`src/rtl/mirp_pkg.sv`:
```
// Shared constants, types and codes for the modulated IR proximity detector.
package mirp_pkg;

    // Window geometry and converter width
    localparam int WINDOW_LEN  = 8;
    localparam int SAMPLE_BITS = 10;
    localparam int SLOT_W      = (WINDOW_LEN > 1) ? $clog2(WINDOW_LEN) : 1;
    localparam int SUM_W       = SAMPLE_BITS + $clog2(WINDOW_LEN);

    // Configuration registers
    localparam int REG_W      = 13;
    localparam int CFG_ADDR_W = 1;
    localparam int CMP_W      = (SUM_W > REG_W) ? SUM_W : REG_W;

    localparam logic [REG_W-1:0] FAR_THR_RESET = REG_W'(80);
    localparam logic [REG_W-1:0] SAT_THR_RESET = REG_W'(6960);

    // Ticks before samples start to enter the windows
    localparam int WARMUP_W = 3;
    localparam logic [WARMUP_W-1:0] WARMUP_TICKS = WARMUP_W'(4);

    // Approach ratio: near * NEAR_MUL >= far * FAR_MUL
    localparam int RATIO_W = 3;
    localparam logic [RATIO_W-1:0] NEAR_MUL = RATIO_W'(6);
    localparam logic [RATIO_W-1:0] FAR_MUL  = RATIO_W'(5);

    // Stream widths, padded to whole bytes
    localparam int S_TDATA_W = ((SAMPLE_BITS + 7) / 8) * 8;
    localparam int M_TDATA_W = 8;

    typedef enum logic [CFG_ADDR_W-1:0] {
        REG_FAR_THR = 1'b0,
        REG_SAT_THR = 1'b1
    } cfg_reg_t;

    typedef enum logic [1:0] {
        LVL_OFF       = 2'd0,
        LVL_APPROACH  = 2'd1,
        LVL_TRIGGERED = 2'd2,
        LVL_SATURATED = 2'd3
    } level_t;

    // LED sequencer, one step per tick
    typedef enum logic [3:0] {
        PH_NEAR_ON = 4'b0001,
        PH_FAR     = 4'b0010,
        PH_NEAR    = 4'b0100,
        PH_AMBIENT = 4'b1000
    } phase_t;

    typedef struct packed {
        logic [SUM_W-1:0] far_sum;
        logic [SUM_W-1:0] near_sum;
        logic [SUM_W-1:0] amb_sum;
    } sums_t;

    typedef struct packed {
        logic [REG_W-1:0] far_thr;
        logic [REG_W-1:0] sat_thr;
    } thresholds_t;

endpackage

```
`src/rtl/mirp_window.sv`:
```
// Moving-sum window: ring of samples with a running total.
module mirp_window (
    input  logic                                 clk,
    input  logic                                 rst_n,
    input  logic                                 push,
    input  logic [mirp_pkg::SLOT_W-1:0]          slot,
    input  logic [mirp_pkg::SAMPLE_BITS-1:0]     sample,
    output logic [mirp_pkg::SUM_W-1:0]           total
);

    logic [mirp_pkg::SAMPLE_BITS-1:0] entry_reg [mirp_pkg::WINDOW_LEN];
    logic [mirp_pkg::SUM_W-1:0]       total_reg;
    logic [mirp_pkg::SUM_W-1:0]       total_next;

    // Drop the oldest sample, add the new one
    assign total_next = total_reg - mirp_pkg::SUM_W'(entry_reg[slot])
                      + mirp_pkg::SUM_W'(sample);

    always_ff @(posedge clk or negedge rst_n)
    begin
        if (!rst_n)
        begin
            for (int i = 0; i < mirp_pkg::WINDOW_LEN; i++)
            begin
                entry_reg[i] <= '0;
            end
            total_reg <= '0;
        end
        else if (push)
        begin
            entry_reg[slot] <= sample;
            total_reg       <= total_next;
        end
    end

    assign total = total_reg;

endmodule

```
`src/rtl/mirp_classify.sv`:
```
// Level classifier: saturation check, ambient removal and ratio test.
module mirp_classify (
    input  mirp_pkg::sums_t       sums,
    input  mirp_pkg::thresholds_t thr,
    output mirp_pkg::level_t      level
);

    localparam int PROD_W = mirp_pkg::CMP_W + mirp_pkg::RATIO_W;

    logic [mirp_pkg::CMP_W-1:0] far_raw;
    logic [mirp_pkg::CMP_W-1:0] near_raw;
    logic [mirp_pkg::CMP_W-1:0] amb_raw;
    logic [mirp_pkg::CMP_W-1:0] far_thr;
    logic [mirp_pkg::CMP_W-1:0] sat_thr;
    logic [mirp_pkg::CMP_W-1:0] far_net;
    logic [mirp_pkg::CMP_W-1:0] near_net;
    logic [PROD_W-1:0]          near_scaled;
    logic [PROD_W-1:0]          far_scaled;
    logic                       saturated;
    logic                       far_valid;

    assign far_raw  = mirp_pkg::CMP_W'(sums.far_sum);
    assign near_raw = mirp_pkg::CMP_W'(sums.near_sum);
    assign amb_raw  = mirp_pkg::CMP_W'(sums.amb_sum);
    assign far_thr  = mirp_pkg::CMP_W'(thr.far_thr);
    assign sat_thr  = mirp_pkg::CMP_W'(thr.sat_thr);

    assign saturated = (near_raw >= sat_thr) || (far_raw >= sat_thr);

    // Remove ambient light, clamp at zero
    assign near_net = (near_raw > amb_raw) ? near_raw - amb_raw : '0;
    assign far_net  = (far_raw > amb_raw) ? far_raw - amb_raw : '0;

    assign near_scaled = PROD_W'(near_net) * PROD_W'(mirp_pkg::NEAR_MUL);
    assign far_scaled  = PROD_W'(far_net) * PROD_W'(mirp_pkg::FAR_MUL);
    assign far_valid   = far_net >= far_thr;

    always_comb
    begin
        if (saturated)
            level = mirp_pkg::LVL_SATURATED;
        else if (far_valid && (near_net > far_net))
            level = mirp_pkg::LVL_TRIGGERED;
        else if (far_valid && (near_scaled >= far_scaled))
            level = mirp_pkg::LVL_APPROACH;
        else
            level = mirp_pkg::LVL_OFF;
    end

endmodule

```
`src/rtl/modulated_ir_proximity_detector.sv`:
```
// Top level of the modulated IR proximity detector: sequencer, windows, result stage.
//
//  Channel   Direction  Signals                        Contents
//  s_axis    in         tvalid tready tdata[15:0]      one sample tick
//  m_axis    out        tvalid tready tdata[7:0]       LED drives and level
//  cfg       in         cfg_wr_en cfg_addr cfg_wdata   threshold registers
//
// A tick updates the sequencer and the moving sums at the edge it is taken.
// The classified result is then registered into the result stage when that
// stage can take it, and tvalid rises with it.
// One request is taken every cycle while the result side is ready. A stalled
// result lets one more request into the update stage, then holds off input.
// Reset clears all windows and totals at once; no clearing pass follows.
module modulated_ir_proximity_detector (
    input  logic                               clk,
    input  logic                               rst_n,
    input  logic                               s_axis_tvalid,
    output logic                               s_axis_tready,
    // [SAMPLE_BITS-1:0] adc_sample, rest zero
    input  logic [mirp_pkg::S_TDATA_W-1:0]     s_axis_tdata,
    output logic                               m_axis_tvalid,
    input  logic                               m_axis_tready,
    // [0] far_led_on, [1] near_led_on, [3:2] level, [7:4] zero
    output logic [mirp_pkg::M_TDATA_W-1:0]     m_axis_tdata,
    input  logic                               cfg_wr_en,
    input  logic [mirp_pkg::CFG_ADDR_W-1:0]    cfg_addr,
    input  logic [mirp_pkg::REG_W-1:0]         cfg_wdata
);

    mirp_pkg::thresholds_t             thr_reg;
    mirp_pkg::phase_t                  phase_reg;
    mirp_pkg::phase_t                  phase_next;
    logic [mirp_pkg::WARMUP_W-1:0]     warmup_reg;
    logic [mirp_pkg::WARMUP_W-1:0]     warmup_next;
    logic                              collecting_reg;
    logic [mirp_pkg::SLOT_W-1:0]       slot_reg;
    logic [mirp_pkg::SLOT_W-1:0]       slot_next;
    logic                              far_led_reg;
    logic                              near_led_reg;
    logic                              far_led_next;
    logic                              near_led_next;
    logic                              push_far;
    logic                              push_near;
    logic                              push_amb;
    logic                              slot_adv;
    logic [mirp_pkg::SAMPLE_BITS-1:0]  sample;
    logic                              in_fire;
    logic                              upd_valid_reg;
    logic                              advance;
    mirp_pkg::sums_t                   sums;
    mirp_pkg::level_t                  level;
    logic                              out_valid_reg;
    logic                              res_far_reg;
    logic                              res_near_reg;
    mirp_pkg::level_t                  res_level_reg;

    // Configuration writes
    always_ff @(posedge clk or negedge rst_n)
    begin
        if (!rst_n)
        begin
            thr_reg.far_thr <= mirp_pkg::FAR_THR_RESET;
            thr_reg.sat_thr <= mirp_pkg::SAT_THR_RESET;
        end
        else if (cfg_wr_en)
        begin
            unique case (mirp_pkg::cfg_reg_t'(cfg_addr))
                mirp_pkg::REG_FAR_THR: thr_reg.far_thr <= cfg_wdata;
                mirp_pkg::REG_SAT_THR: thr_reg.sat_thr <= cfg_wdata;
                default: ;
            endcase
        end
    end

    // Handshake: take a request unless the update stage is stuck
    assign advance       = upd_valid_reg && (!out_valid_reg || m_axis_tready);
    assign s_axis_tready = !upd_valid_reg || advance;
    assign in_fire       = s_axis_tvalid && s_axis_tready;
    assign sample        = s_axis_tdata[mirp_pkg::SAMPLE_BITS-1:0];

    // LED sequencer and window routing
    always_comb
    begin
        far_led_next  = far_led_reg;
        near_led_next = near_led_reg;
        push_far      = 1'b0;
        push_near     = 1'b0;
        push_amb      = 1'b0;
        slot_adv      = 1'b0;
        phase_next    = phase_reg;
        unique case (phase_reg)
            mirp_pkg::PH_NEAR_ON:
            begin
                far_led_next  = 1'b0;
                near_led_next = 1'b1;
                phase_next    = mirp_pkg::PH_FAR;
            end
            mirp_pkg::PH_FAR:
            begin
                push_far      = collecting_reg;
                near_led_next = 1'b0;
                phase_next    = mirp_pkg::PH_NEAR;
            end
            mirp_pkg::PH_NEAR:
            begin
                push_near  = collecting_reg;
                phase_next = mirp_pkg::PH_AMBIENT;
            end
            mirp_pkg::PH_AMBIENT:
            begin
                push_amb     = collecting_reg;
                slot_adv     = collecting_reg;
                far_led_next = 1'b1;
                phase_next   = mirp_pkg::PH_NEAR_ON;
            end
            default:
            begin
                phase_next = mirp_pkg::PH_NEAR_ON;
            end
        endcase
    end

    assign slot_next   = (slot_reg == mirp_pkg::SLOT_W'(mirp_pkg::WINDOW_LEN - 1))
                       ? '0 : slot_reg + 1'b1;
    assign warmup_next = warmup_reg + 1'b1;

    // Advance sequencer state on each request
    always_ff @(posedge clk or negedge rst_n)
    begin
        if (!rst_n)
        begin
            phase_reg      <= mirp_pkg::PH_NEAR_ON;
            warmup_reg     <= '0;
            collecting_reg <= 1'b0;
            slot_reg       <= '0;
            far_led_reg    <= 1'b0;
            near_led_reg   <= 1'b0;
        end
        else if (in_fire)
        begin
            phase_reg    <= phase_next;
            far_led_reg  <= far_led_next;
            near_led_reg <= near_led_next;
            if (slot_adv)
                slot_reg <= slot_next;
            if (!collecting_reg)
            begin
                warmup_reg <= warmup_next;
                if (warmup_next >= mirp_pkg::WARMUP_TICKS)
                    collecting_reg <= 1'b1;
            end
        end
    end

    mirp_window u_far_window (
        .clk    (clk),
        .rst_n  (rst_n),
        .push   (in_fire && push_far),
        .slot   (slot_reg),
        .sample (sample),
        .total  (sums.far_sum)
    );

    mirp_window u_near_window (
        .clk    (clk),
        .rst_n  (rst_n),
        .push   (in_fire && push_near),
        .slot   (slot_reg),
        .sample (sample),
        .total  (sums.near_sum)
    );

    mirp_window u_amb_window (
        .clk    (clk),
        .rst_n  (rst_n),
        .push   (in_fire && push_amb),
        .slot   (slot_reg),
        .sample (sample),
        .total  (sums.amb_sum)
    );

    mirp_classify u_classify (
        .sums  (sums),
        .thr   (thr_reg),
        .level (level)
    );

    // Track an update whose result is not yet registered
    always_ff @(posedge clk or negedge rst_n)
    begin
        if (!rst_n)
            upd_valid_reg <= 1'b0;
        else if (in_fire)
            upd_valid_reg <= 1'b1;
        else if (advance)
            upd_valid_reg <= 1'b0;
    end

    // Result register: hold while stalled
    always_ff @(posedge clk or negedge rst_n)
    begin
        if (!rst_n)
            out_valid_reg <= 1'b0;
        else if (advance)
            out_valid_reg <= 1'b1;
        else if (m_axis_tready)
            out_valid_reg <= 1'b0;
    end

    always_ff @(posedge clk)
    begin
        if (advance)
        begin
            res_far_reg   <= far_led_reg;
            res_near_reg  <= near_led_reg;
            res_level_reg <= level;
        end
    end

    assign m_axis_tvalid = out_valid_reg;
    assign m_axis_tdata  = {4'b0000, res_level_reg, res_near_reg, res_far_reg};

endmodule

```
`config.mk`:
```
export PLATFORM = sky130hd
export DESIGN_NAME = modulated_ir_proximity_detector
export DESIGN_NICKNAME = d
export VERILOG_FILES = /design/src/rtl/mirp_pkg.sv /design/src/rtl/mirp_window.sv /design/src/rtl/mirp_classify.sv /design/src/rtl/modulated_ir_proximity_detector.sv
export SDC_FILE = /design/constraint.sdc
export NUM_CORES = 1
export LEC_CHECK = 0
export ABC_AREA = 1
export BUFFER_PORTS_ARGS = -buffer_cell sky130_fd_sc_hd__buf_2
export CAP_MARGIN = 40
export CORE_MARGIN = 10
export CORE_UTILIZATION = 50
export CTS_BUF_LIST = sky130_fd_sc_hd__clkbuf_16
export DETAILED_ROUTE_END_ITERATION = 10
export MAX_ROUTING_LAYER = met4
export PLACE_DENSITY_LB_ADDON = 0.08
export SYNTH_ARGS = -nofsm -noshare
export SYNTH_HDL_FRONTEND = slang
export SYNTH_SLANG_ARGS = --single-unit
```
`constraint.sdc`:
```
create_clock -name clk -period 4.5 [get_ports clk]
set_input_delay 1.125 -clock clk [delete_from_list [all_inputs] [get_ports clk]]
set_output_delay 1.125 -clock clk [all_outputs]
set_load 0.05 [all_outputs]
```
==> Word-level counts from Yosys, hierarchy flattened <==
Cells that the tools add are included.
{ "word_totals": {"wordCells": 126, "register_bits": 324, "input_bits": 35, "output_inout_bits": 10} }
{ "op_classes": {"reduce_logical": 24, "n_mux": 31, "order_cmp": 10, "eq_ne": 5, "n_mul": 2, "n_addsub": 10, "bitwise": 3} }
{ "op_table": {"columns": ["cell", "n"], "rows": [
  ["$bwmux 80", 3],
  ["$bmux 10 s3", 3],
  ["$mux 10", 7],
  ["$add 13x10->13", 3],
  ["$ge 13x13->1", 3],
  ["$gt 13x13->1", 3],
  ["$sub 13x10->13", 3],
  ["$demux 10 s3", 1],
  ["$mux 13", 2],
  ["$sub 13x13->13", 2],
  ["$ge 16x16->1", 1],
  ["$mul 13x3->16 const B", 1],
  ["$mul 13x2->15 const B", 1],
  ["$pmux 4 s3", 1],
  ["$reduce_and 2->1", 6],
  ["$mux 1", 11],
  ["$logic_and 1x1->1", 8],
  ["$reduce_bool 2->1", 4],
  ["$add 3x1->3 const B", 2],
  ["$eq 4x1->1 const B", 1],
  ["$eq 4x2->1 const B", 1],
  ["$eq 4x3->1 const B", 1],
  ["$eq 4x4->1 const B", 1],
  ["$ge 4x4->1 const B", 1],
  ["10 further kinds", 15]
]} }

==> Longest topological paths before layout <==
Gate-level depths: netlist (run 1).
{ "depth": {"word_depth": 7, "mapped_depth": 31, "mapped_depth_nobuf": 31} }

==> By module <==
A second synthesis (run 1) with hierarchy kept.
{ "hier_totals": {"cells_unflattened": 2793, "hier_area_um2": 21326.7} }
{ "by_module_without_submodules": {"columns": ["mod", "area_per_inst_um2", "n_inst", "cells_per_inst", "seq_area_each_um2"], "rows": [
  ["mirp_window at u_far_window", 5036.1, 1, 635, 2327.2],
  ["mirp_window at u_near_window", 5026.1, 1, 637, 2327.2],
  ["mirp_window at u_amb_window", 4991.0, 1, 633, 2327.2],
  ["mirp_classify", 4362.9, 1, 696, 0.0],
  ["modulated_ir_proximity_detector", 1910.6, 1, 192, 1157.4]
]} }

==> Worst setup path after synthesis (run 1) <==
Ideal clock, no wire load.
{ "synth_path": {"kind": "register to register", "start": "reg u_amb_window.total_reg (netlist bit u_amb_window.total[0])", "end": "reg res_level_reg[0], data pin", "t_required_ns": 4.236, "period_less_slack_ns": 4.516, "stages_incl_launch_ff": 29, "setup_ns": 0.264, "n_path_buf": 0, "arrival_ns": 4.252, "path_slack_ns": -0.016, "path_cell_list": "dfrtp_1 > ha_1 > fa_1 > o21ai_1 > inv_1 > nor2_1 > nor2_1 > inv_1 > a21oi_1 > or2_2 > nand3_1 > inv_1 > ha_1 > ha_1 > nand2_1 > o21ai_0 > nand2_1 > o211ai_1 > a21oi_1 > o21ai_0 > nand2_1 > inv_1 > o21ai_0 > ha_1 > a21oi_1 > o221a_2 > nand2_1 > nand2_1 > nand2_1"} }
{ "synth_between": {"elab_chain_cells": 7, "elab_cells_between_ends": 15, "classes_between": "2 x add/sub; 2 x mul; 5 x order compare; 4 x mux; 2 x reduce/logical"} }
{ "synth_rtl": {"columns": ["element", "line_no", "text"], "rows": [
  ["from (decl)", "mirp_window.sv:12", "logic [mirp_pkg::SUM_W-1:0] total_reg;"],
  ["from (signal assigned)", "mirp_window.sv:32", "total_reg <= total_next;"],
  ["$sub 13x13->13, or another cell as far along", "mirp_classify.sv:31", "assign near_net = (near_raw > amb_raw) ? near_raw - amb_raw : '0;"],
  ["$mux 13, on equally long branches", "mirp_classify.sv:31, mirp_classify.sv:32", null],
  ["$mul 13x2->15 / $mul 13x3->16 (equally long branches)", "mirp_classify.sv:34, mirp_classify.sv:35", null],
  ["$ge 16x16->1", "mirp_classify.sv:44", "else if (far_valid && (near_scaled >= far_scaled))"],
  ["$logic_and 1x1->1", "mirp_classify.sv:44", null],
  ["$mux 1", "mirp_classify.sv:44", null],
  ["$mux 1 *", "mirp_classify.sv:42", "else if (far_valid && (near_net > far_net))"],
  ["to (signal assigned)", "modulated_ir_proximity_detector.sv:216", "res_level_reg <= level;"],
  ["to (decl)", "modulated_ir_proximity_detector.sv:55", "mirp_pkg::level_t res_level_reg;"]
]} }
Every way passes the cells marked *; elsewhere a longest branch is shown, timed or not.
A chain may end at the register's enable or synchronous reset.

==> Worst setup path in the final report (run 1) <==
{ "layout_path": {"start": "reg u_far_window.total_reg (netlist bit u_far_window.total[6])", "end": "reg res_level_reg[0], data pin"} }
{ "layout_between": {"elab_chain_cells": 7, "elab_cells_between_ends": 13, "classes_between": "1 x add/sub; 1 x mul; 5 x order compare; 3 x mux; 3 x reduce/logical"} }
{ "layout_rtl": {"columns": ["element", "line_no", "text"], "rows": [
  ["from (decl)", "mirp_window.sv:12", null],
  ["from (signal assigned)", "mirp_window.sv:32", null],
  ["$sub 13x13->13 / $gt 13x13->1 (equally long branches)", "mirp_classify.sv:32", "assign far_net = (far_raw > amb_raw) ? far_raw - amb_raw : '0;"],
  ["$mux 13", "mirp_classify.sv:32", null],
  ["$mul 13x3->16", "mirp_classify.sv:35", "assign far_scaled = PROD_W'(far_net) * PROD_W'(mirp_pkg::FAR_MUL);"],
  ["$ge 16x16->1", "mirp_classify.sv:44", null],
  ["$logic_and 1x1->1", "mirp_classify.sv:44", null],
  ["$mux 1", "mirp_classify.sv:44", null],
  ["$mux 1", "mirp_classify.sv:42", null]
]} }
Several ways; a longest one is shown, not always the timed one.

==> impl_metrics.toml, run 1 <==
[detailed_routing]
wl_mm = 57.40
vias = 17020
firstDrtPassIters = 6
drc = 0
antenna_left = 0
drt_iter0_markers = 1365
vias_per_cell = 5.506
wl_per_cell_um = 18.57

[setup_path]
critPathLaunch = "u_far_window.total[6]"
max_stage_delay_ns = 0.44
cpMostUsedCell = "nand2_1"
critPathKind = "flop to flop"
arrival_ns = 4.71
endpoint_kind = "flop"
worst_setup_path_start_kind = "flop"
cp_slowest_cell = "dfrtp_1"
worstReg2RegStart = "u_far_window.total[6]"
crit_required_ns = 4.77
path_max_fanout = 4

[pwr]
power_leakage_nw = 11.34
power_density_mw_per_mm2 = 888.5
peakVddDrop_mv = 0.4264

[final_layout]
fin_area_mm2 = 0.02318
syn_to_final_growth_pct = 17.71
drive_gt1_frac = 0.1582
num_antenna_cells = 0
stdcell_count = 3091
multi_input_area_mm2 = 0.01072
nets = 2785
register_area_mm2 = 0.008142
n_fill_cell = 3486

[global_route]
gr-total-overflow = 0
grt_max_degree = 102
grt_pass1_vias = 16220
grt_pass1_wl_mm = 88.35
antenna_found_initial = 0
track_usage = 0.2419

[worst_hold_path]
hold_path.class = "flop to flop"
min_from = "near_led_reg"

[floorplan]
start_util = 0.5073
io_pins = 45
die-area_mm2 = 0.04773
rows = 72
core_mm2 = 0.03883
die_x_um = 218.5
dieHeight_um = 218.5

[clock_tree]
cts_made_buffers = 37
clk_pin_slew_ns = 0.06
cts_tree = "yes"
cts_buffer_depth = 3
clockRootBuffer = "clkbuf_16"
clock_sinks = 324
clk_latency_ns = 0.57
cts_htree_levels = 2

[sta]
maxSlewViolCount = 0
min_period_ns = 4.432
slew-limit-headroom = 0.4637
worst_slack_ns = 0.06759
maxClockFrequency_ghz = 0.2256
worst_slew_pin_slew_ns = 0.8035
hold_ws_ns = 0.4574
finalCritPeriodShare = 0.9850
rsz0062_at_grt = "yes"
fin_skew_ns = 0.02970
hold_violations = 0
setup_viol = 0

[synthesis]
synth-edff-count = 4
ys_top_cells_by_count = "nand2_1 (623), o21ai_0 (356), dfrtp_1 (311), inv_1 (277), ha_1 (170)"
yosysMostFrequentCell = "nand2_1"
syn_inst = 2407
yosys-top-cells-area = "dfrtp_1 (40%), nand2_1 (12%), ha_1 (11%)"
ys.warnings.count = 0
ys_types = 52
ys_seq_elements = 324
yosysTopAreaCell = "dfrtp_1"
syn_area_mm2 = 0.01970
avgSynthCellArea_um2 = 8.182
synth_seq_area_share = 0.4133
synth_top_area_frac = 0.3951
synth_ff_type = "dfrtp_1"
async_flop_share = 0.9877

[placed_design]
gp_congestion = 0.8853
io_buffers = 34
dp_cells = 3017
place_ws_ns = -0.2768
dp_hpwl_mm = 41.22
postPlaceCellArea_mm2 = 0.02138

[status]
status = "complete, no violations"

[run]
timing.max_cap.violations = 0
[layer usage]
metal	wire length, um	track usage	vias to the layer above
li1	-	-	8283
met1	25130	0.3084	8166
met2	26780	0.3824	462
met3	3098	0.03080	108
met4	2391	0.1030	0
met5	0	-	-
[layout by cell type, fill, tap and decap left out, types with 38 or more instances in the layout]
master and instances:
dfrtp_1 309, buf_4 166, inv_1 269, o21ai_0 347
nor2_1 70, ha_1 139, clkbuf_16 38, nand4_1 47
nand2_1 614, nand3_1 39, a21oi_1 103
[metrics by stage]
step	power, mW	setup TNS [ns]	util
after floorplan	12.49	0	-
after global placement	16.31	-0.2513	0.5502
after detailed placement	16.59	-0.2768	0.5506
after CTS	19.74	0	0.5844
after global routing	22.48	-0.2028	0.5971
final	20.60	0	0.5971
[path summary, 6_finish.rpt]
check,to,slack (ns),cells past startpoint
worst max register to register,res_level_reg[0],0.07,29
max in group asynchronous,u_near_window.total[6],2.91,2
worst min register to register,res_near_reg,0.46,0
worst max-delay path,res_level_reg[0],0.07,29
worst min-delay path,res_near_reg,0.46,0
min in group asynchronous,phase_reg[1],0.56,1
[kinds of logic after synthesis]
| logic type | synth area share |
|---|---|
| simple gates | 0.1775 |
| other cells | 0.0001904 |
| fa+ha+maj | 0.1426 |
| flops | 0.4133 |
| xor+xnor | 0.01995 |
| buf+inv | 0.07642 |
| compound gates | 0.1701 |
[worst max-delay path: cells and delay by family (launching register included)]
family	cells	cell delay, ns
and+or+nand+nor	13	1.05
xor gates and xnor gates	1	0.12
adders and majority gates	5	1.25
buffers and inverters	6	0.63
AOI/OAI and AO/OA	4	0.66
DFF	1	0.44
[cell type report]
cell class	instances	share of cell area
Tap cell	518	0.02796
Clock inverter	28	0.006423
Multi-Input combinational cell	1697	0.4622
Inverter	280	0.04544
Clock buffer	38	0.04102
Timing Repair Buffer	206	0.06574
Sequential cell	324	0.3512
[report_power, final]
part	leakage, nW	switching (mW)	internal, mW	total, mW
sequential	4.27	0.601	3.87	4.48
combinational	6.48	7.69	5.65	13.3
clock	0.590	1.25	1.54	2.78
total	11.3	9.54	11.1	20.6
[timing repair]
item / in CTS / in global routing
gates resized for setup: 34 / 99
endpoints found under the setup margin: 1 / 3
pin swaps: 3 / 30
buffers inserted: 1 / 7
hold buffers: 0 / 0
gates cloned: 0 / 0
Power figures use the tool's default switching activity.
==> run 2, diff against run 1 <==
Settings changed: CTS_BUF_LIST sky130_fd_sc_hd__clkbuf_16 to sky130_fd_sc_hd__clkbuf_4.
Clock period 4.5 ns to 5.7 ns, I/O delays scaled along.
==> run 2 against run 1 <==
Effect of this change: first-iteration DRC count fell by 13%; worst hold slack got worse by 0.0086 ns; non-clock buffer count fell by 114; clock power fell by 22%; largest cell class unchanged; highest routed layer unchanged.
==> impl_metrics.toml, run 2 (same netlist as run 1, synthesis figures left out) <==
[pwr]
switching_share = 0.4770
power_leakage_nw = 10.92
power_frac_comb = 0.602
power_density_mw_per_mm2 = 660.8
internal-power_mw = 7.522
peakVddDrop_mv = 0.2458
switching_power_mw = 6.860
power_mw = 14.38
power_frac_clock = 0.150
seq_power_share = 0.247

[run]
timing.max_cap.violations = 0

[sta]
finalCritPeriodShare = 0.9052
min_period_ns = 5.160
maxClockFrequency_ghz = 0.1938
worst_slew_pin_slew_ns = 0.8752
hold_violations = 0
hold_ws_ns = 0.4488
slew-limit-headroom = 0.4159
setup_viol = 0
fin_skew_ns = 0.04029
rsz0062_at_grt = "no"
maxSlewViolCount = 0
setup_tns_ns = 0

[global_route]
grt_pass1_vias = 15880
gr-total-overflow = 0
grt_pass1_wl_mm = 87.15
track_usage = 0.2401
antenna_found_initial = 1
grt_max_degree = 122

[final_layout]
final_cell_mix = "nand2_1 (623), o21ai_0 (354), dfrtp_1 (311)"
fin_area_mm2 = 0.02176
utilization = 0.5605
nets = 2720
drive_gt1_frac = 0.1089
register_area_mm2 = 0.008139
syn_to_final_growth_pct = 10.50
n_fill_cell = 3704
layout_commonest_cell = "nand2_1"
multi_input_area_mm2 = 0.01008

[floorplan]
die_x_um = 218.5
start_util = 0.5073
io_pins = 45
die-area_mm2 = 0.04773
dieHeight_um = 218.5
rows = 72
core_mm2 = 0.03883

[detailed_routing]
drc = 0
vias = 16540
wl_mm = 55.38
drt_iter0_markers = 1186
firstDrtPassIters = 5
vias_per_cell = 5.401
antenna_left = 0
wl_per_cell_um = 18.08

[setup_path]
max_stage_delay_ns = 0.40
cp_slowest_cell = "dfrtp_1"
cpMostUsedCell = "nand2_1"
path_max_fanout = 8
endpoint_kind = "flop"
crit_required_ns = 6.21
arrival_ns = 5.67
rr_worst_depth = 30
rr_endpoint = "res_level_reg[0]"
worstReg2RegStart = "u_amb_window.total[10]"
critPathKind = "flop to flop"
worst_setup_path_start_kind = "flop"
r2r_setup_slack_ns = 0.54

[status]
status = "complete, no violations"

[clock_tree]
cts_made_buffers = 86
cts_setup_buffers = 0
clockRootBuffer = "clkbuf_4"
cts_tree = "yes"
clk_pin_slew_ns = 0.07
clock_sinks = 324
clk_latency_ns = 0.80
cts_buffer_depth = 3
cts_htree_levels = 3

[worst_hold_path]
hold_path.class = "flop to flop"
whs_endpoint = "res_near_reg"
min_from = "near_led_reg"
hold_depth = 0

[placed_design]
postPlaceCellArea_mm2 = 0.02061
gp_congestion = 0.8807
dp_hpwl_mm = 39.82
io_buffers = 34
-- run 2: cell count changes in the layout (fill, tap and decap cells not counted), sizes merged --
| cell | change |
|---|---|
| buf | -114 |
| clkbuf | +95 |
| inv | -10 |
| clkinv | -4 |
| bufinv | +3 |
| diode | +1 |
-- run 2: worst max-delay path by stage --
stage | startpoint | to | slack, ns | depth (start not counted)
floorplan | u_amb_window.total[0] | res_level_reg[0] | 1.18 | 28
global placement | u_amb_window.total[10] | res_level_reg[0] | 0.48 | 30
detailed placement | u_amb_window.total[10] | res_level_reg[0] | 0.35 | 30
CTS | u_amb_window.total[10] | res_level_reg[0] | 0.32 | 30
global route | u_amb_window.total[5] | res_level_reg[0] | 0.07 | 28
finish | u_amb_window.total[10] | res_level_reg[0] | 0.54 | 30
-- run 2: routing by layer --
metal  up-vias  track usage  part of all wire
met4         0       0.1076             0.035
met3        96      0.04530             0.055
met5         -            -                 0
met2       427       0.3729              0.46
met1      7788       0.3005              0.45
li1       8227            -                 -
-- run 2: stage by stage --
step	setup slack (ns)	std cells
final	0.5402	3062
after floorplan	1.184	2410
after CTS	0.3191	3061
after global placement	0.4827	2907
after global routing	0.07328	3062
after detailed placement	0.3518	2911
-- run 2: power groups by stage --
| stage | registers [mW] | clock network [mW] | logic, mW |
|---|---|---|---|
| final | 3.56 | 2.16 | 8.66 |
| after floorplan | 3.44 | 0 | 6.42 |
| after global placement | 3.55 | 0 | 8.46 |
| after global routing | 3.63 | 2.35 | 9.94 |
| after detailed placement | 3.58 | 0 | 8.62 |
| after CTS | 3.54 | 2.23 | 8.68 |
-- run 2: cell type report --
class,instances,share of cell area
Tap cell,518,0.02978
Inverter,280,0.04829
Multi-Input combinational cell,1697,0.4633
Clock inverter,17,0.006899
Antenna cell,1,0.0001150
Sequential cell,324,0.3740
Timing Repair Buffer,92,0.03179
Clock buffer,133,0.04588
-- run 2: critical path: cells and delay by family (launching register included) --
family	cells	cell delay [ns]
simple gates	13	1.14
compound gates	6	0.97
flops	1	0.40
buf+inv	5	0.75
fa+ha+maj	5	1.48
xor+xnor	1	0.14
-- run 2: repair_timing --
item                       4_1_cts  5_1_grt
setup endpoints to repair        0        1
hold buffers                     0        0
gates resized for setup          0        3
